==> config.mk <==
export PLATFORM = sky130hd
export DESIGN_NAME = modular_inverse_ext_euclid
export DESIGN_NICKNAME = d
export VERILOG_FILES = /design/src/rtl/core/mie_pkg.sv /design/src/rtl/core/mie_div.sv /design/src/rtl/core/modular_inverse_ext_euclid.sv
export SDC_FILE = /design/constraint.sdc
export NUM_CORES = 1
export LEC_CHECK = 0
export ABC_AREA = 1
export BUFFER_PORTS_ARGS = -buffer_cell sky130_fd_sc_hd__clkbuf_2
export CAP_MARGIN = 20
export CELL_PAD_IN_SITES_DETAIL_PLACEMENT = 0
export CELL_PAD_IN_SITES_GLOBAL_PLACEMENT = 1
export CORE_MARGIN = 3
export CORE_UTILIZATION = 51
export DETAILED_ROUTE_END_ITERATION = 12
export GPL_ROUTABILITY_DRIVEN = 0
export HOLD_SLACK_MARGIN = 0.12
export PLACE_DENSITY = 0.86
export SLEW_MARGIN = 20
export SYNTH_ARGS = -nofsm -noshare
export SYNTH_HDL_FRONTEND = slang
export SYNTH_SLANG_ARGS = --single-unit
==> constraint.sdc <==
create_clock -name clock -period 14.1 [get_ports clock]
set_input_delay 2.115 -clock clock [delete_from_list [all_inputs] [get_ports clock]]
set_output_delay 2.115 -clock clock [all_outputs]
set_load 0.02 [all_outputs]
==> src/rtl/core/mie_pkg.sv <==
package mie_pkg;

   localparam int unsigned DEF_WIDTH = 32;

   typedef enum logic [3:0] {
      ST_IDLE = 4'b0001,
      ST_RED  = 4'b0010,
      ST_CHK  = 4'b0100,
      ST_LOOP = 4'b1000
   } state_type;

endpackage

==> src/rtl/core/mie_div.sv <==
module mie_div #(
   parameter int unsigned WIDTH = 32
) (
   input  logic             clock,
   input  logic             reset,
   input  logic             start,
   input  logic [WIDTH-1:0] dividend,
   input  logic [WIDTH-1:0] divisor,
   input  logic [WIDTH-1:0] mult,
   output logic             done,
   output logic [WIDTH-1:0] remainder,
   output logic [WIDTH-1:0] product
);
   import mie_pkg::*;

   localparam int unsigned CW = $clog2(WIDTH + 1);
   localparam logic [CW-1:0] LAST = CW'(WIDTH - 1);

   logic             run_ff, run_in;
   logic             done_ff, done_in;
   logic [CW-1:0]    cnt_ff, cnt_in;
   logic [WIDTH-1:0] rem_ff, rem_in;
   logic [WIDTH-1:0] quo_ff, quo_in;
   logic [WIDTH-1:0] dsr_ff, dsr_in;
   logic [WIDTH-1:0] mul_ff, mul_in;
   logic [WIDTH-1:0] acc_ff, acc_in;
   logic [WIDTH:0]   trial;
   logic [WIDTH:0]   acc_sum;
   logic             ge;

   // one quotient bit per cycle, product accumulated msb first
   always_comb begin
      trial   = {rem_ff, quo_ff[WIDTH-1]};
      ge      = trial >= {1'b0, dsr_ff};
      acc_sum = {acc_ff, 1'b0} + (ge ? {1'b0, mul_ff} : '0);
      run_in  = run_ff;
      done_in = 1'b0;
      cnt_in  = cnt_ff;
      rem_in  = rem_ff;
      quo_in  = quo_ff;
      dsr_in  = dsr_ff;
      mul_in  = mul_ff;
      acc_in  = acc_ff;
      if (start) begin
         run_in = 1'b1;
         cnt_in = '0;
         rem_in = '0;
         quo_in = dividend;
         dsr_in = divisor;
         mul_in = mult;
         acc_in = '0;
      end else if (run_ff) begin
         rem_in = ge ? WIDTH'(trial - {1'b0, dsr_ff}) : trial[WIDTH-1:0];
         quo_in = {quo_ff[WIDTH-2:0], ge};
         acc_in = acc_sum[WIDTH-1:0];
         cnt_in = cnt_ff + 1'b1;
         if (cnt_ff == LAST) begin
            run_in  = 1'b0;
            done_in = 1'b1;
         end
      end
   end

   always_ff @(posedge clock) begin
      if (reset) begin
         run_ff  <= 1'b0;
         done_ff <= 1'b0;
      end else begin
         run_ff  <= run_in;
         done_ff <= done_in;
      end
      cnt_ff <= cnt_in;
      rem_ff <= rem_in;
      quo_ff <= quo_in;
      dsr_ff <= dsr_in;
      mul_ff <= mul_in;
      acc_ff <= acc_in;
   end

   assign done      = done_ff;
   assign remainder = rem_ff;
   assign product   = acc_ff;

endmodule

==> src/rtl/core/modular_inverse_ext_euclid.sv <==
// Modular inverse by the extended Euclidean algorithm. Pulse start while busy is low with
// req_totient and req_public_exponent; one result follows with rsp_valid high for a single
// cycle, giving rsp_inverse in 0 .. totient-1 and rsp_invertible set when the gcd is one
// (inverse and flag are zero otherwise, and for a zero totient). The receiver cannot stall,
// so capture the result in the strobe cycle. Each quotient comes from one shared
// shift-subtract divider producing one bit per cycle, and an item takes at most
// about 1.44 * WIDTH quotient steps.
module modular_inverse_ext_euclid #(
   parameter int unsigned WIDTH = mie_pkg::DEF_WIDTH
) (
   input  logic             clock,
   input  logic             reset,
   input  logic             start,
   output logic             busy,
   input  logic [WIDTH-1:0] req_totient,
   input  logic [WIDTH-1:0] req_public_exponent,
   output logic             rsp_valid,
   output logic [WIDTH-1:0] rsp_inverse,
   output logic             rsp_invertible
);
   import mie_pkg::*;

   state_type        state_ff, state_in;
   logic [WIDTH-1:0] t_ff, t_in;
   logic [WIDTH-1:0] r0_ff, r0_in;
   logic [WIDTH-1:0] r1_ff, r1_in;
   logic [WIDTH-1:0] a_ff, a_in;
   logic [WIDTH-1:0] b_ff, b_in;
   logic             nega_ff, nega_in;
   logic             negb_ff, negb_in;
   logic             vld_ff, vld_in;
   logic [WIDTH-1:0] inv_ff, inv_in;
   logic             ok_ff, ok_in;
   logic             div_start;
   logic [WIDTH-1:0] div_dividend, div_divisor, div_mult;
   logic             div_done;
   logic [WIDTH-1:0] div_rem, div_prod;
   logic [WIDTH-1:0] a_red;

   mie_div #(.WIDTH(WIDTH)) u_div (
      .clock     (clock),
      .reset     (reset),
      .start     (div_start),
      .dividend  (div_dividend),
      .divisor   (div_divisor),
      .mult      (div_mult),
      .done      (div_done),
      .remainder (div_rem),
      .product   (div_prod)
   );

   always_comb begin
      state_in     = state_ff;
      t_in         = t_ff;
      r0_in        = r0_ff;
      r1_in        = r1_ff;
      a_in         = a_ff;
      b_in         = b_ff;
      nega_in      = nega_ff;
      negb_in      = negb_ff;
      vld_in       = 1'b0;
      inv_in       = inv_ff;
      ok_in        = ok_ff;
      div_start    = 1'b0;
      div_dividend = r0_ff;
      div_divisor  = r1_ff;
      div_mult     = b_ff;
      a_red        = (a_ff == t_ff) ? '0 : a_ff;
      unique case (state_ff)
         ST_IDLE: begin
            if (start) begin
               t_in = req_totient;
               if (req_totient == '0) begin
                  vld_in = 1'b1;
                  inv_in = '0;
                  ok_in  = 1'b0;
               end else begin
                  div_start    = 1'b1;
                  div_dividend = req_public_exponent;
                  div_divisor  = req_totient;
                  div_mult     = '0;
                  state_in     = ST_RED;
               end
            end
         end
         ST_RED: begin
            if (div_done) begin
               r0_in    = t_ff;
               r1_in    = div_rem;
               a_in     = '0;
               b_in     = WIDTH'(1);
               nega_in  = 1'b1;
               negb_in  = 1'b0;
               state_in = ST_CHK;
            end
         end
         ST_CHK: begin
            if (r1_ff == '0) begin
               vld_in   = 1'b1;
               ok_in    = r0_ff == WIDTH'(1);
               inv_in   = '0;
               if (r0_ff == WIDTH'(1)) begin
                  inv_in = (nega_ff && a_red != '0) ? t_ff - a_red : a_red;
               end
               state_in = ST_IDLE;
            end else begin
               div_start = 1'b1;
               state_in  = ST_LOOP;
            end
         end
         ST_LOOP: begin
            if (div_done) begin
               r0_in    = r1_ff;
               r1_in    = div_rem;
               a_in     = b_ff;
               b_in     = div_prod + a_ff;
               nega_in  = negb_ff;
               negb_in  = !negb_ff;
               state_in = ST_CHK;
            end
         end
         default: state_in = ST_IDLE;
      endcase
   end

   always_ff @(posedge clock) begin
      if (reset) begin
         state_ff <= ST_IDLE;
         vld_ff   <= 1'b0;
      end else begin
         state_ff <= state_in;
         vld_ff   <= vld_in;
      end
      t_ff    <= t_in;
      r0_ff   <= r0_in;
      r1_ff   <= r1_in;
      a_ff    <= a_in;
      b_ff    <= b_in;
      nega_ff <= nega_in;
      negb_ff <= negb_in;
      inv_ff  <= inv_in;
      ok_ff   <= ok_in;
   end

   assign busy           = state_ff != ST_IDLE;
   assign rsp_valid      = vld_ff;
   assign rsp_inverse    = inv_ff;
   assign rsp_invertible = ok_ff;

   a_done_state: assert property (@(posedge clock) disable iff (reset)
      div_done |-> (state_ff == ST_RED || state_ff == ST_LOOP))
      else $error("divider finished outside a division state");

   a_rem_order: assert property (@(posedge clock) disable iff (reset)
      state_ff == ST_CHK |-> r1_ff < r0_ff)
      else $error("remainder not below previous remainder");

   a_sign_alt: assert property (@(posedge clock) disable iff (reset)
      state_ff == ST_CHK |-> negb_ff != nega_ff)
      else $error("coefficient signs do not alternate");

endmodule

; ---- After elaboration in Yosys (flattened, before gate mapping)
; Cells that the tools add are included.
[op_classes]
n_addsub = 5
multipliers = 0
div_mod_pow = 0
magnitude_cmp = 1
n_eq_ne = 15
shift = 0
mux = 56
n_bitwise = 1
reduce_logical = 15
[ops]
columns = op, count
row1 = two-way mux 32 bit, 25
row2 = case mux 32 bit (2 select lines), 4
row3 = adder 32 bit, 2
row4 = logical NOT 32 bit, 2
row5 = subtractor 32 bit, 2
row6 = >= comparator 33 x 32 -> 1 bit, 1
row7 = equality test 32 x 1 -> 1 bit (second input constant), 1
row8 = equality test 32 bit, 1
row9 = nonzero test 32 bit, 1
row10 = two-way mux 1 bit, 17
row11 = two-way mux 4 bit, 4
row12 = case mux 4 bit (3 select lines), 1
row13 = case mux 1 bit (2 select lines), 5
row14 = != test 2 bit (second input constant), 4
row15 = adder 6 x 1 -> 6 bit (second input constant), 1
row16 = equality test 6 x 5 -> 1 bit (second input constant), 1
row17 = != test 2 x 1 -> 1 bit (second input constant), 3
row18 = AND reduction 3 bit, 2
row19 = nonzero test 2 bit, 3
row20 = equality test 4 x 1 -> 1 bit (second input constant), 1
row21 = equality test 4 x 2 -> 1 bit (second input constant), 1
row22 = equality test 4 x 3 -> 1 bit (second input constant), 1
row23 = equality test 4 bit (second input constant), 1
row24 = != test 4 x 1 -> 1 bit (second input constant), 1
row25 = 7 further kinds, 8
[totals]
regBits = 368
latchBits = 0
ram_bits = 0
mem_bits_ro = 0
input_bits = 67
out_inout_bits = 35
elab_cells = 112
n_memories = 0

; ---- Longest topological paths before layout
; Gate-level depths: netlist of run 1.
[logic_depth]
word_depth = 8
depth_mapped = 31
depth_no_buf = 29

; ---- Modules after synthesis
; From an unflattened synthesis of run 1, not the netlist that was laid out.
[unflattened]
cells_unflattened = 2884
area_unflattened_um2 = 22755.6
[modules_own_cells]
columns = mod, n_inst, cells_each, area_each_um2, seq_area_each_um2
row1 = modular_inverse_ext_euclid, 1, 1553, 12625.9, 5955.7
row2 = mie_div, 1, 1331, 10129.7, 4324.1

; ---- Worst setup path before layout of run 1
; Ideal clock, no wire load.
[synth_path]
kind = flip-flop to flip-flop
startpoint = register state_ff[1]
endpoint = register a_ff[0], enable pin
setup_ps = 556
arrival_ps = 5162
required_time_ps = 13544
setup_slack_ps = 8381
stages_incl_launch_ff = 6
path_buffers = 0
period_less_slack_ps = 5719
cell_sequence = dfxtp_1 > nor2_1 > inv_1 > nor3_1 > a31oi_1 > nor2_1
[synth_via]
elab_chain_len = 3
elab_cells_between_ends = 6
cone_classes = eq/ne (4) / reduce/logical (2)
[synth_rtl]
columns = element, line
row1 = from (decl), modular_inverse_ext_euclid.sv:23  ; state_type state_ff, state_in;
row2 = from (signal assigned), modular_inverse_ext_euclid.sv:131  ; state_ff <= state_in;
row3 = equality test 4 x 2 -> 1 bit / equality test 4 bit (equally long branches), modular_inverse_ext_euclid.sv:69  ; unique case (state_ff)
row4 = != test 2 x 1 -> 1 bit (no source line) / nonzero test 2 bit (equally long branches), --
row5 = AND reduction 3 bit (no source line) *, --
row6 = to (signal assigned), modular_inverse_ext_euclid.sv:137  ; a_ff <= a_in;
row7 = to (decl), modular_inverse_ext_euclid.sv:27  ; logic [WIDTH-1:0] a_ff, a_in;
; Mark *: on every way between the ends. The rest lies on a longest branch, timed or not.
; A chain may end at the register's enable or synchronous reset.

; ---- Final worst setup path of run 1
[layout_path]
startpoint = register u_div.dsr_ff[16]
endpoint = register u_div.acc_ff[27] (netlist: u_div.product[27])
[layout_via]
elab_chain_len = 3
[layout_rtl]
columns = element, line
row1 = from (decl), mie_div.sv:24  ; logic [WIDTH-1:0] dsr_ff, dsr_in;
row2 = from (signal assigned), mie_div.sv:75  ; dsr_ff <= dsr_in;
row3 = >= comparator 33 x 32 -> 1 bit, mie_div.sv:34  ; ge = trial >= {1'b0, dsr_ff};
row4 = two-way mux 32 bit, mie_div.sv:35  ; acc_sum = {acc_ff, 1'b0} + (ge ? {1'b0, mul_ff} : '0);
row5 = adder 32 bit, mie_div.sv:35
row6 = to (signal assigned), mie_div.sv:77  ; acc_ff <= acc_in;
row7 = to (decl), mie_div.sv:26  ; logic [WIDTH-1:0] acc_ff, acc_in;
; Every way passes these cells.

==> out/summary.txt, run 1 <==
Hold Slack = 471.5 ps
Detail Route Antenna Nets = 0
Total routed wirelength = 65.70 mm
Top cell type's share of synthesized area = 39.69%
Average size of a mapped cell = 8.222 µm²
Slew Viols, Final = 0
EDFF count, synth = 291
Largest fanout on the critical path = 61
Nets = 2964
Switch share = 27.33%
# fillers = 3771
Initial antenna violation count = 2
Slowest CP cell = buf_4
Flip-flop and latch count after synthesis = 368
Net Sw Power = 758.3 µW
Status = finished, final reports clean
Tot Pwr = 2.774 mW
Skew-Pair Late Insertion Delay = 590 ps
Leading area contributor after synthesis = edfxtp_1
Worst r2r src = u_div.dsr_ff[16]
Setup TNS = 0 ps
Max incr delay on CP = 490 ps
Num ports = 102
Critical path's most frequent cell = nand2_1
Clk slew on worst S/H paths = 60 ps
Vias in the first global route = 17280
Critical path type = register to register
Crit path to = u_div.product[27]
Most used DFF post-synth = edfxtp_1
WL per Instance = 19.43 µm
Leak pwr = 11.23 nW
Ys async rst share = 0%
Clock Power Share = 41.5%
First-pass GRT wire length = 99.68 mm
Post CTS Setup Buffer Count = 0
Final non-filler cell total = 3381
CTS tree = yes
CTS Hold Bufs = 0
Fmax = 184.4 MHz
Worst-Margin Slew = 1052 ps
GRT overflow = 0
Syn Nets = 2874
# setup viols final = 0
Final Cycle Share = 38.46%
Clock sink count = 368
Number of buffers created by CTS = 43
Core box area = 42320 µm²
Synthesized cell area = 22020 µm²
Synth cell types = 54
Layout cells sized above 1 = 7.849%
Die area = 45700 µm²
Root Buffer = clkbuf_16
Final HPWL DP = 49.49 mm
Critical path startpoint category = register
Register share of total power = 46.0%
Worst r2r dst = u_div.product[27]
Die Width = 213.8 µm
Placed cells = 3300
Cells after synthesis = 2678
Worst vdd ir = 0.09293 mV
Pin count of the biggest net entering global routing = 77
Synth top area cells = edfxtp_1 (40%), nand2_1 (11%), ha_1 (7.1%)
Global Route Usage Sum = 28.51%
Hold WC Path Type = register to register
CP startpoint = u_div.dsr_ff[16]
Vias per cell = 5.610
YS warnings = 0
Num rows = 75
CTS H-tree lvls = 2
Gate power share = 12.6%
Via count = 18970
CP Data Arrival Time = 5880 ps
Initial Util = 52.02%
CTS resizes = 0
Worst r2r path cells = 31
Internal power = 2.016 mW
Crit path capture type = register
Pwr dens = 113.1 nW/µm²
Area grow syn2layout = 11.41%
Reg2reg setup slack = 8680 ps
Min Clock Period, post-route = 5423 ps
Final setup skew = 30.92 ps
Final Hold Fails = 0
Starting DRT DRC Count = 1801
Worst rel slew slack = 29.72%
Worst endpoint required time = 14560 ps
Max Cap Violations = 0
DR pass1 iterations = 6
Drc violations = 0
Sequential cell area fraction in the yosys report = 46.69%
Unrepaired setup endpoints after global routing = no
IO buf count = 101
Die Ht = 213.8 µm
CTS Buffer Depth = 3
-- metal layers --
metal  vias to the layer above  track usage [%]  share of wire [%]
li1                       9255                -                  -
met1                      8796            42.34                 45
met2                       815            42.20                 42
met3                       102            4.989                9.3
met4                         0            9.845                3.8
met5                         -                0                  0
-- how the worst min path moves through the flow --
| stage | start | depth (start not counted) | end | slack (ps) |
|---|---|---|---|---|
| floorplan | u_div.remainder[31] | 0 | r1_ff[31] | 430 |
| global placement | u_div.remainder[3] | 0 | r1_ff[3] | 450 |
| detailed placement | u_div.product[31] | 2 | u_div.product[31] | 460 |
| CTS | u_div.product[31] | 2 | u_div.product[31] | 470 |
| global route | u_div.remainder[18] | 0 | r1_ff[18] | 490 |
| finish | u_div.product[31] | 2 | u_div.product[31] | 470 |
-- cell usage in the layout (no fill, tap or decap), types with 9 or more instances in the layout --
cell type / n
a31oi_1: 14
a21o_1: 12
nand3_1: 55
xor2_1: 36
buf_4: 13
xnor2_1: 45
nor2_1: 308
o211ai_1: 19
clkbuf_16: 43
o21a_1: 16
inv_1: 327
a211oi_2: 11
o21bai_1: 9
nor4_1: 25
nand2_1: 627
nand4_1: 27
clkbuf_2: 101
nor3_1: 20
o21ai_0: 246
ha_1: 125
edfxtp_1: 291
dfxtp_1: 77
a21oi_1: 232
o21ai_1: 11
-- Yosys cell counts (4+ instances only) --
| master | instances |
|---|---|
| clkbuf_1 | 31 |
| nand4_1 | 27 |
| a22o_1 | 5 |
| buf_2 | 28 |
| xor2_1 | 36 |
| o41ai_1 | 8 |
| o211ai_1 | 19 |
| ha_1 | 125 |
| nor2_1 | 311 |
| a21oi_1 | 232 |
| a221oi_1 | 4 |
| nor4_1 | 25 |
| o21a_1 | 16 |
| nand3_1 | 55 |
| o21bai_1 | 9 |
| xnor2_1 | 45 |
| fa_1 | 4 |
| or2_2 | 4 |
| a21o_1 | 12 |
| dfxtp_1 | 77 |
| nand2_1 | 628 |
| a21boi_0 | 5 |
| a211oi_2 | 11 |
| o21ai_1 | 12 |
| inv_1 | 328 |
| inv_2 | 6 |
| a31oi_1 | 14 |
| o21ai_0 | 246 |
| nor3_1 | 22 |
| edfxtp_1 | 291 |
| buf_4 | 6 |
-- power groups by stage --
stage                     Sequential (mW)  Clock, mW  Combinational (mW)
after floorplan                      1.27          0               0.246
after global placement               1.29          0               0.335
after detailed placement             1.29          0               0.342
after CTS                            1.27       1.16               0.344
after global routing                 1.28       1.20               0.391
final                                1.28       1.15               0.349
-- metrics by stage --
stage	instance area [µm²]	setup slack (ps)	utilization, %
after floorplan	22020	8381	-
after global placement	23060	8762	54.50
after detailed placement	23060	8646	54.50
after CTS	24530	8861	57.95
after global routing	24530	8134	57.96
final	24530	8677	57.96
-- logic make-up (layout without fill, tap and decap cells) --
group,Yosys count,after routing,share of synthesized area (%)
adder cells (fa/ha/maj),129,129,7.467
AO/OA/AOI/OAI,610,610,15.58
other,0,1,0
AND/OR/NAND/NOR,1086,1086,19.86
flip-flops,368,368,46.69
XOR/XNOR,81,81,3.222
buffers and inverters,404,529,7.183
-- cell type report --
type                            count  area (µm²)  share of cell area, %
Antenna cell                        1       2.502                0.01020
Clock buffer                       54        1147                  4.678
Clock inverter                     26       314.1                  1.280
Inverter                          335        1257                  5.127
Multi-Input combinational cell   1906       10200                  41.59
Sequential cell                   368       10280                  41.91
Tap cell                          577       721.9                  2.943
Timing Repair Buffer              114       603.1                  2.459
-- critical path, delay by kind of cell (launching register included) --
family          cells  cell delay [ps]
fa+ha+maj           3              930
simple gates       20             2160
buf+inv             5             1060
flops               1              480
compound gates      3              600
Note: power is estimated with default switching activity, not from simulation.
==> run 2, diff against run 1 <==
--- a/config.mk
+++ b/config.mk
@@ -11,11 +11,11 @@
 export CELL_PAD_IN_SITES_DETAIL_PLACEMENT = 0
 export CELL_PAD_IN_SITES_GLOBAL_PLACEMENT = 1
 export CORE_MARGIN = 3
-export CORE_UTILIZATION = 51
+export CORE_UTILIZATION = 48
 export DETAILED_ROUTE_END_ITERATION = 12
 export GPL_ROUTABILITY_DRIVEN = 0
 export HOLD_SLACK_MARGIN = 0.12
-export PLACE_DENSITY = 0.86
+export PLACE_DENSITY = 0.82
 export SLEW_MARGIN = 20
 export SYNTH_ARGS = -nofsm -noshare
 export SYNTH_HDL_FRONTEND = slang
==> constraint.sdc (replaced) <==
create_clock -name clock -period 5.4 [get_ports clock]
set_input_delay 0.81 -clock clock [delete_from_list [all_inputs] [get_ports clock]]
set_output_delay 0.81 -clock clock [all_outputs]
set_load 0.02 [all_outputs]
==> run 2 against run 1 <==
  * Routed wire length rose by 3.3%
  * Sequential power rose to 2.6 times the previous value
  * Via count fell by 0.15%
  * Setup slack got worse by 7800 ps
  * Total power rose to 2.5 times the previous value
  * Worst hold slack got worse by 14 ps
  * Clock-buffer cell count rose by 6
  * Final area fell by 0.20%
==> out/summary.txt, run 2 (synthesized netlist as in run 1, its figures left out) <==
Worst r2r dst = rsp_inverse[30] (was u_div.product[27])
Clock sink count = 368 (unchanged)
Final HPWL DP = 51.96 mm (was 49.49 mm)
CP Data Arrival Time = 4900 ps (was 5880 ps)
Pin count of the biggest net entering global routing = 77 (unchanged)
Initial antenna violation count = 1 (was 2)
Setup slack at placement = 1031 ps (was 8646 ps)
Setup TNS = 0 ps (unchanged)
CTS Hold Bufs = 0 (unchanged)
Clk slew on worst S/H paths = 60 ps (about the same)
Worst r2r path cells = 24 (was 31)
Num rows = 77 (was 75)
Critical path type = register to register (unchanged)
Register share of total power = 47.7% (was 46.0%)
Commonest cells after routing, fill and taps aside = nand2_1 (627), inv_1 (327), nor2_1 (308), edfxtp_1 (291), o21ai_0 (246) (unchanged)
Post CTS Setup Buffer Count = 0 (unchanged)
Die Width = 220.2 µm (was 213.8 µm)
CP startpoint = t_ff[1] (was u_div.dsr_ff[16])
IO buf count = 101 (unchanged)
Gate power share = 11.5% (was 12.6%)
Worst endpoint required time = 5810 ps (was 14560 ps)
Vias per cell = 5.580 (was 5.610)
Worst rel slew slack = 27.02% (was 29.72%)
Vias in the first global route = 17670 (was 17280)
Critical path's most frequent cell = nand2_1 (unchanged)
Internal power = 5.117 mW (was 2.016 mW)
Net Sw Power = 1.837 mW (was 758.3 µW)
Critical path buffer and inverter count = 4 (was 5)
Worst-Margin Slew = 1092 ps (was 1052 ps)
Num ports = 102 (unchanged)
Final Cycle Share = 83.14% (was 38.46%)
Root Buffer = clkbuf_16 (unchanged)
Layout cells sized above 1 = 7.744% (was 7.849%)
Antenna cells = 0 (was 1)
CTS Buffer Depth = 3 (unchanged)
# setup viols final = 0 (unchanged)
Area grow syn2layout = 11.18% (was 11.41%)
GRT overflow = 0 (unchanged)
CTS tree = yes (unchanged)
Design Area, Final = 24480 µm² (was 24530 µm²)
CP top delay family = simple AND/OR/NAND/NOR gates (unchanged)
CTS H-tree lvls = 2 (unchanged)
CTS resizes = 0 (unchanged)
First-pass GRT wire length = 103.4 mm (was 99.68 mm)
CP Depth = 24 (was 31)
Via count = 18940 (was 18970)
Slew Viols, Final = 0 (unchanged)
Hold WC Path Type = primary input to register (was register to register)
Switch share = 26.42% (was 27.33%)
Drc violations = 0 (unchanged)
Worst r2r src = t_ff[1] (was u_div.dsr_ff[16])
Cells along the critical path = inv_1 > nand2_1 > nand2_1 > nand2_1 > nor2_1 > nand2_1 > nor2_2 > nand2_2 > inv_1 > buf_4 > nor2_1 > ha_1 > fa_1 > inv_1 > nand3_1 > nand2_1 > a21oi_1 > o21ai_0 > nand4_1 > o211ai_1 > nand2_1 > nand3_1 > a21oi_1 > a21oi_1
DR pass1 iterations = 5 (was 6)
Tot Pwr = 6.955 mW (was 2.774 mW)
Skew-Pair Late Insertion Delay = 590 ps (about the same)
Global Route Usage Sum = 27.87% (was 28.51%)
Core box area = 44800 µm² (was 42320 µm²)
Worst hold path depth = 1 (was 2)
Crit path to = rsp_inverse[30] (was u_div.product[27])
Die area = 48470 µm² (was 45700 µm²)
WL per Instance = 19.99 µm (was 19.43 µm)
Final Hold Fails = 0 (unchanged)
Largest fanout on the critical path = 27 (was 61)
Total routed wirelength = 67.85 mm (was 65.70 mm)
Dpl cell area = 23130 µm² (was 23060 µm²)
Die Ht = 220.2 µm (was 213.8 µm)
Pwr dens = 284.1 nW/µm² (was 113.1 nW/µm²)
Commonest non-fill, non-tap cell in the layout = nand2_1 (unchanged)
Reg2reg setup slack = 910 ps (was 8680 ps)
Crit path capture type = register (unchanged)
Starting DRT DRC Count = 1947 (was 1801)
Slowest CP cell = edfxtp_1 (was buf_4)
Detail Route Antenna Nets = 0 (unchanged)
Number of buffers created by CTS = 41 (was 43)
Nets = 2966 (was 2964)
Initial Util = 49.15% (was 52.02%)
Unrepaired setup endpoints after global routing = no (unchanged)
Setup ws final = 910.4 ps (was 8677 ps)
Min Clock Period, post-route = 4490 ps (was 5423 ps)
Critical path startpoint category = register (unchanged)
Final setup skew = 41.39 ps (was 30.92 ps)
Clock Power Share = 40.7% (was 41.5%)
Leak pwr = 10.25 nW (was 11.23 nW)
Max incr delay on CP = 460 ps (was 490 ps)
Fmax = 222.7 MHz (was 184.4 MHz)
Status = finished, final reports clean (unchanged)
Max Cap Violations = 0 (unchanged)
Worst vdd ir = 0.2140 mV (was 0.09293 mV)
-- run 2: cell types whose count changed in the layout (fill, tap and decap cells not counted) --
cell        before  now
clkbuf_16       43   42
inv_6            4    2
clkinv_8         1    0
clkinvlp_4       3    2
clkinv_4         2    0
diode_2          1    0
clkinv_1         7    4
buf_4           13   16
clkbuf_8         3    5
bufinv_16        5    3
buf_12           0    1
clkbuf_1         8   13
-- run 2: layout make-up --
| class | count | area (µm²) |
|---|---|---|
| clock buffers | 60 | 1169 |
| clock inverters | 15 | 183.9 |
| fillers | 4253 | 20320 |
| inverters | 335 | 1257 |
| multi-input cells | 1906 | 10200 |
| flip-flops and latches | 368 | 10280 |
| well taps | 592 | 740.7 |
| repair buffers | 118 | 645.6 |
-- run 2: layer usage --
metal	vias up	global-route usage [%]	wire length, µm
met3	108	5.314	6363
met5	-	0	13
met2	764	40.08	27560
li1	9246	-	-
met1	8820	42.19	31540
met4	2	9.294	2374
-- run 2: worst min-delay path by stage --
stage	start	end	slack (ps)
6_report	req_totient[11]	t_ff[11]	460
5_1_grt	req_totient[11]	t_ff[11]	430
4_1_cts	req_totient[11]	t_ff[11]	430
3_5_place_dp	u_div.remainder[3]	r1_ff[3]	460
3_3_place_gp	u_div.remainder[3]	r1_ff[3]	450
2_1_floorplan	u_div.remainder[31]	r1_ff[31]	430
-- run 2: power groups by stage --
stage | clock [mW] | combinational, mW | sequential, mW
2_1_floorplan | 0 | 0.543 | 3.32
3_3_place_gp | 0 | 0.783 | 3.37
3_5_place_dp | 0 | 0.789 | 3.37
4_1_cts | 2.88 | 0.793 | 3.32
5_1_grt | 2.99 | 0.897 | 3.33
6_report | 2.83 | 0.803 | 3.32
-- run 2: through the flow --
| step | util, % | cells | hold slack (ps) |
|---|---|---|---|
| 2_1_floorplan | - | 2678 | 430.8 |
| 3_3_place_gp | 51.62 | 3319 | 452.7 |
| 3_5_place_dp | 51.62 | 3319 | 456.7 |
| 4_1_cts | 54.64 | 3394 | 425.0 |
| 5_1_grt | 54.64 | 3394 | 432.7 |
| 6_report | 54.64 | 3394 | 457.9 |
==> run 3, diff against run 2 <==
--- a/config.mk
+++ b/config.mk
@@ -5,17 +5,17 @@
 export SDC_FILE = /design/constraint.sdc
 export NUM_CORES = 1
 export LEC_CHECK = 0
-export ABC_AREA = 1
+export ABC_AREA = 0
 export BUFFER_PORTS_ARGS = -buffer_cell sky130_fd_sc_hd__clkbuf_2
 export CAP_MARGIN = 20
 export CELL_PAD_IN_SITES_DETAIL_PLACEMENT = 0
 export CELL_PAD_IN_SITES_GLOBAL_PLACEMENT = 1
 export CORE_MARGIN = 3
-export CORE_UTILIZATION = 48
+export CORE_UTILIZATION = 45
 export DETAILED_ROUTE_END_ITERATION = 12
 export GPL_ROUTABILITY_DRIVEN = 0
 export HOLD_SLACK_MARGIN = 0.12
-export PLACE_DENSITY = 0.82
+export PLACE_DENSITY = 0.77
 export SLEW_MARGIN = 20
 export SYNTH_ARGS = -nofsm -noshare
 export SYNTH_HDL_FRONTEND = slang
==> constraint.sdc (replaced) <==
create_clock -name clock -period 4 [get_ports clock]
set_input_delay 0.6 -clock clock [delete_from_list [all_inputs] [get_ports clock]]
set_output_delay 0.6 -clock clock [all_outputs]
set_load 0.02 [all_outputs]
==> run 3 against run 2 <==
  * The run now ends with setup timing left
  * Via count down 2.7%
  * Area after synthesis down 2.3%
  * Final cell count down 4.6%
  * Largest power group is now combinational cells
==> out/summary.txt, run 3 <==
Status = finished with violations (was finished, final reports clean)
Failing checks = setup timing
Worst r2r dst = u_div.product[28] (was rsp_inverse[30])
Total routed wirelength = 68.38 mm (was 67.85 mm)
Leading area contributor after synthesis = edfxtp_1 (unchanged)
Synth cell count leaders = edfxtp_1 (291), nand2_1 (246), nor2_1 (181), a21oi_1 (149), o21ai_0 (140) (was nand2_1 (628), inv_1 (328), nor2_1 (311), edfxtp_1 (291), o21ai_0 (246))
# fillers = 3902 (was 4253)
CTS tree = yes (unchanged)
Die Ht = 224.7 µm (was 220.2 µm)
Layout cells sized above 1 = 29.77% (was 7.744%)
Antenna cells = 0 (unchanged)
CTS H-tree lvls = 2 (unchanged)
Vias in the first global route = 17840 (was 17670)
Synth top area cells = edfxtp_1 (41%), ha_1 (7.3%), dfxtp_1 (7.2%) (was edfxtp_1 (40%), nand2_1 (11%), ha_1 (7.1%))
Crit path capture type = register (unchanged)
Placed cells = 3105 (was 3319)
Area grow syn2layout = 30.11% (was 11.18%)
CP Data Arrival Time = 5190 ps (was 4900 ps)
GRT overflow = 0 (unchanged)
Number of buffers created by CTS = 41 (unchanged)
Num rows = 79 (was 77)
Worst r2r src = u_div.dsr_ff[2] (was t_ff[1])
Min Clock Period, post-route = 4719 ps (was 4490 ps)
Unrepaired setup endpoints after global routing = yes (was no)
Critical path buffer and inverter count = 6 (was 4)
Fmax = 211.9 MHz (was 222.7 MHz)
CP top delay family = compound AO/OA/AOI/OAI gates (was simple AND/OR/NAND/NOR gates)
Critical path's most frequent cell = buf_4 (was nand2_1)
Worst-Margin Slew = 1020 ps (was 1092 ps)
Final setup skew = 21.56 ps (was 41.39 ps)
Starting DRT DRC Count = 1632 (was 1947)
Reg2reg setup slack = -720 ps (was 910 ps)
Max Cap Violations = 0 (unchanged)
CTS Buffer Depth = 3 (unchanged)
DR WL met3 = 5.295 mm (was 6.363 mm)
Commonest non-fill, non-tap cell in the layout = buf_4 (was nand2_1)
Final HPWL DP = 50.27 mm (was 51.96 mm)
Pin count of the biggest net entering global routing = 130 (was 77)
YS warnings = 0 (unchanged)
Initial antenna violation count = 0 (was 1)
Final Cycle Share = 118.0% (was 83.14%)
Commonest cells after routing, fill and taps aside = buf_4 (382), edfxtp_1 (291), nand2_1 (239), nor2_1 (172) (was nand2_1 (627), inv_1 (327), nor2_1 (308), edfxtp_1 (291), o21ai_0 (246))
Final Hold Fails = 0 (unchanged)
Core Util, Final = 59.76% (was 54.64%)
Nets = 2799 (was 2966)
Num ports = 102 (unchanged)
Worst rel slew slack = 31.06% (was 27.02%)
Slowest CP cell = edfxtp_1 (unchanged)
Largest fanout on the critical path = 7 (was 27)
First-pass GRT wire length = 103.3 mm (was 103.4 mm)
CP startpoint = u_div.dsr_ff[2] (was t_ff[1])
Average size of a mapped cell = 10.11 µm² (was 8.222 µm²)
Crit path to = u_div.product[28] (was rsp_inverse[30])
Most used DFF post-synth = edfxtp_1 (unchanged)
Worst r2r path cells = 26 (was 24)
# setup viols final = 29 (was 0)
EDFF count, synth = 291 (unchanged)
Drc violations = 0 (unchanged)
Synthesized cell area = 21520 µm² (was 22020 µm²)
Pwr dens = 510.3 nW/µm² (was 284.1 nW/µm²)
Root Buffer = clkbuf_16 (unchanged)
Synth cell types = 82 (was 54)
CP Depth = 26 (was 24)
Hold WC Path Type = primary input to register (unchanged)
Flip-flop and latch count after synthesis = 368 (unchanged)
Setup ws final = -718.9 ps (was 910.4 ps)
Detail Route Antenna Nets = 0 (unchanged)
WL per Instance = 21.13 µm (was 19.99 µm)
IO buf count = 101 (unchanged)
Clk slew on worst S/H paths = 60 ps (about the same)
Top cell type's share of synthesized area = 40.60% (was 39.69%)
Max incr delay on CP = 400 ps (was 460 ps)
Met1 wire length = 30.31 mm (was 31.54 mm)
Worst hold path depth = 1 (unchanged)
Cells after synthesis = 2128 (was 2678)
Sequential cell area fraction in the yosys report = 47.77% (was 46.69%)
Via count = 18440 (was 18940)
Syn Nets = 2324 (was 2874)
Final non-filler cell total = 3237 (was 3394)
Critical path type = register to register (unchanged)
Slew Viols, Final = 0 (unchanged)
WL met2 = 29.49 mm (was 27.56 mm)
Top routing layer used = met4 (was met5)
Critical path startpoint category = register (unchanged)
Most common cell in the netlist = edfxtp_1 (was nand2_1)
Vias per cell = 5.696 (was 5.580)
Ys async rst share = 0% (unchanged)
Worst vdd ir = 0.3113 mV (was 0.2140 mV)
DR pass1 iterations = 6 (was 5)
Global Route Usage Sum = 26.53% (was 27.87%)
Initial Util = 45.93% (was 49.15%)
Die Width = 224.7 µm (was 220.2 µm)
Setup TNS = -8948 ps (was 0 ps)
Clock sink count = 368 (unchanged)
Skew-Pair Late Insertion Delay = 590 ps (about the same)
Leak pwr = 12.03 nW (was 10.25 nW)
Core box area = 46850 µm² (was 44800 µm²)
Die area = 50480 µm² (was 48470 µm²)
Worst endpoint required time = 4470 ps (was 5810 ps)
-- run 3: logic make-up (layout without fill, tap and decap cells) --
family	count (synthesis)	after routing	synth area share (%)
xor gates and xnor gates	141	141	5.738
DFF	368	368	47.77
and+or+nand+nor	726	726	15.99
AOI/OAI and AO/OA	501	501	14.83
muxes	107	107	5.169
adders and majority gates	129	129	7.640
buffers and inverters	156	658	2.866
-- run 3: routing by layer --
layer  up-vias  global-route usage (%)
met5         -                       0
li1       8701                       -
met4         0                   11.69
met1      8877                   38.20
met3       155                   4.229
met2       704                   39.66
-- run 3: worst min path at each step --
| stage | from | endpoint | slack (ps) |
|---|---|---|---|
| after floorplan | u_div.remainder[12] | r1_ff[12] | 450 |
| after global placement | u_div.remainder[5] | r1_ff[5] | 480 |
| after detailed placement | u_div.remainder[5] | r1_ff[5] | 480 |
| after CTS | req_totient[0] | t_ff[0] | 240 |
| after global routing | req_totient[8] | t_ff[8] | 250 |
| final | req_totient[3] | t_ff[3] | 270 |
-- run 3: cell type report --
class / instances / area (µm²) / area share (%)
Inverter: 75 / 282.8 / 1.010
Multi-Input combinational cell: 1604 / 11680 / 41.73
Clock buffer: 53 / 1071 / 3.825
Timing Repair Buffer: 513 / 3736 / 13.34
Tap cell: 607 / 759.5 / 2.712
Sequential cell: 368 / 10280 / 36.73
Clock inverter: 17 / 182.7 / 0.6524
-- run 3: power by group --
group,internal (mW),switching (mW)
Clock,2.03,1.59
Combinational,2.82,3.01
Sequential,4.55,0.289
-- run 3: per-stage QoR --
stage	instance area [µm²]	power [mW]	setup slack [ps]	hold slack [ps]
detailed placement	25280	10.06	-761.1	482.5
global placement	25270	9.976	-685.5	478.3
floorplan	21700	8.289	-590.5	448.0
finish	28000	14.29	-718.9	270.6
CTS	27340	14.09	-584.6	242.9
global route	28000	15.08	-883.4	246.2
-- run 3: what timing repair did --
item	CTS	global route
buffers inserted	57	22
endpoints found under the setup margin	37	45
hold buffers	0	0
endpoints found under the hold margin	0	0
gates cloned	0	0
pin swaps	74	92
gates resized for setup	92	119
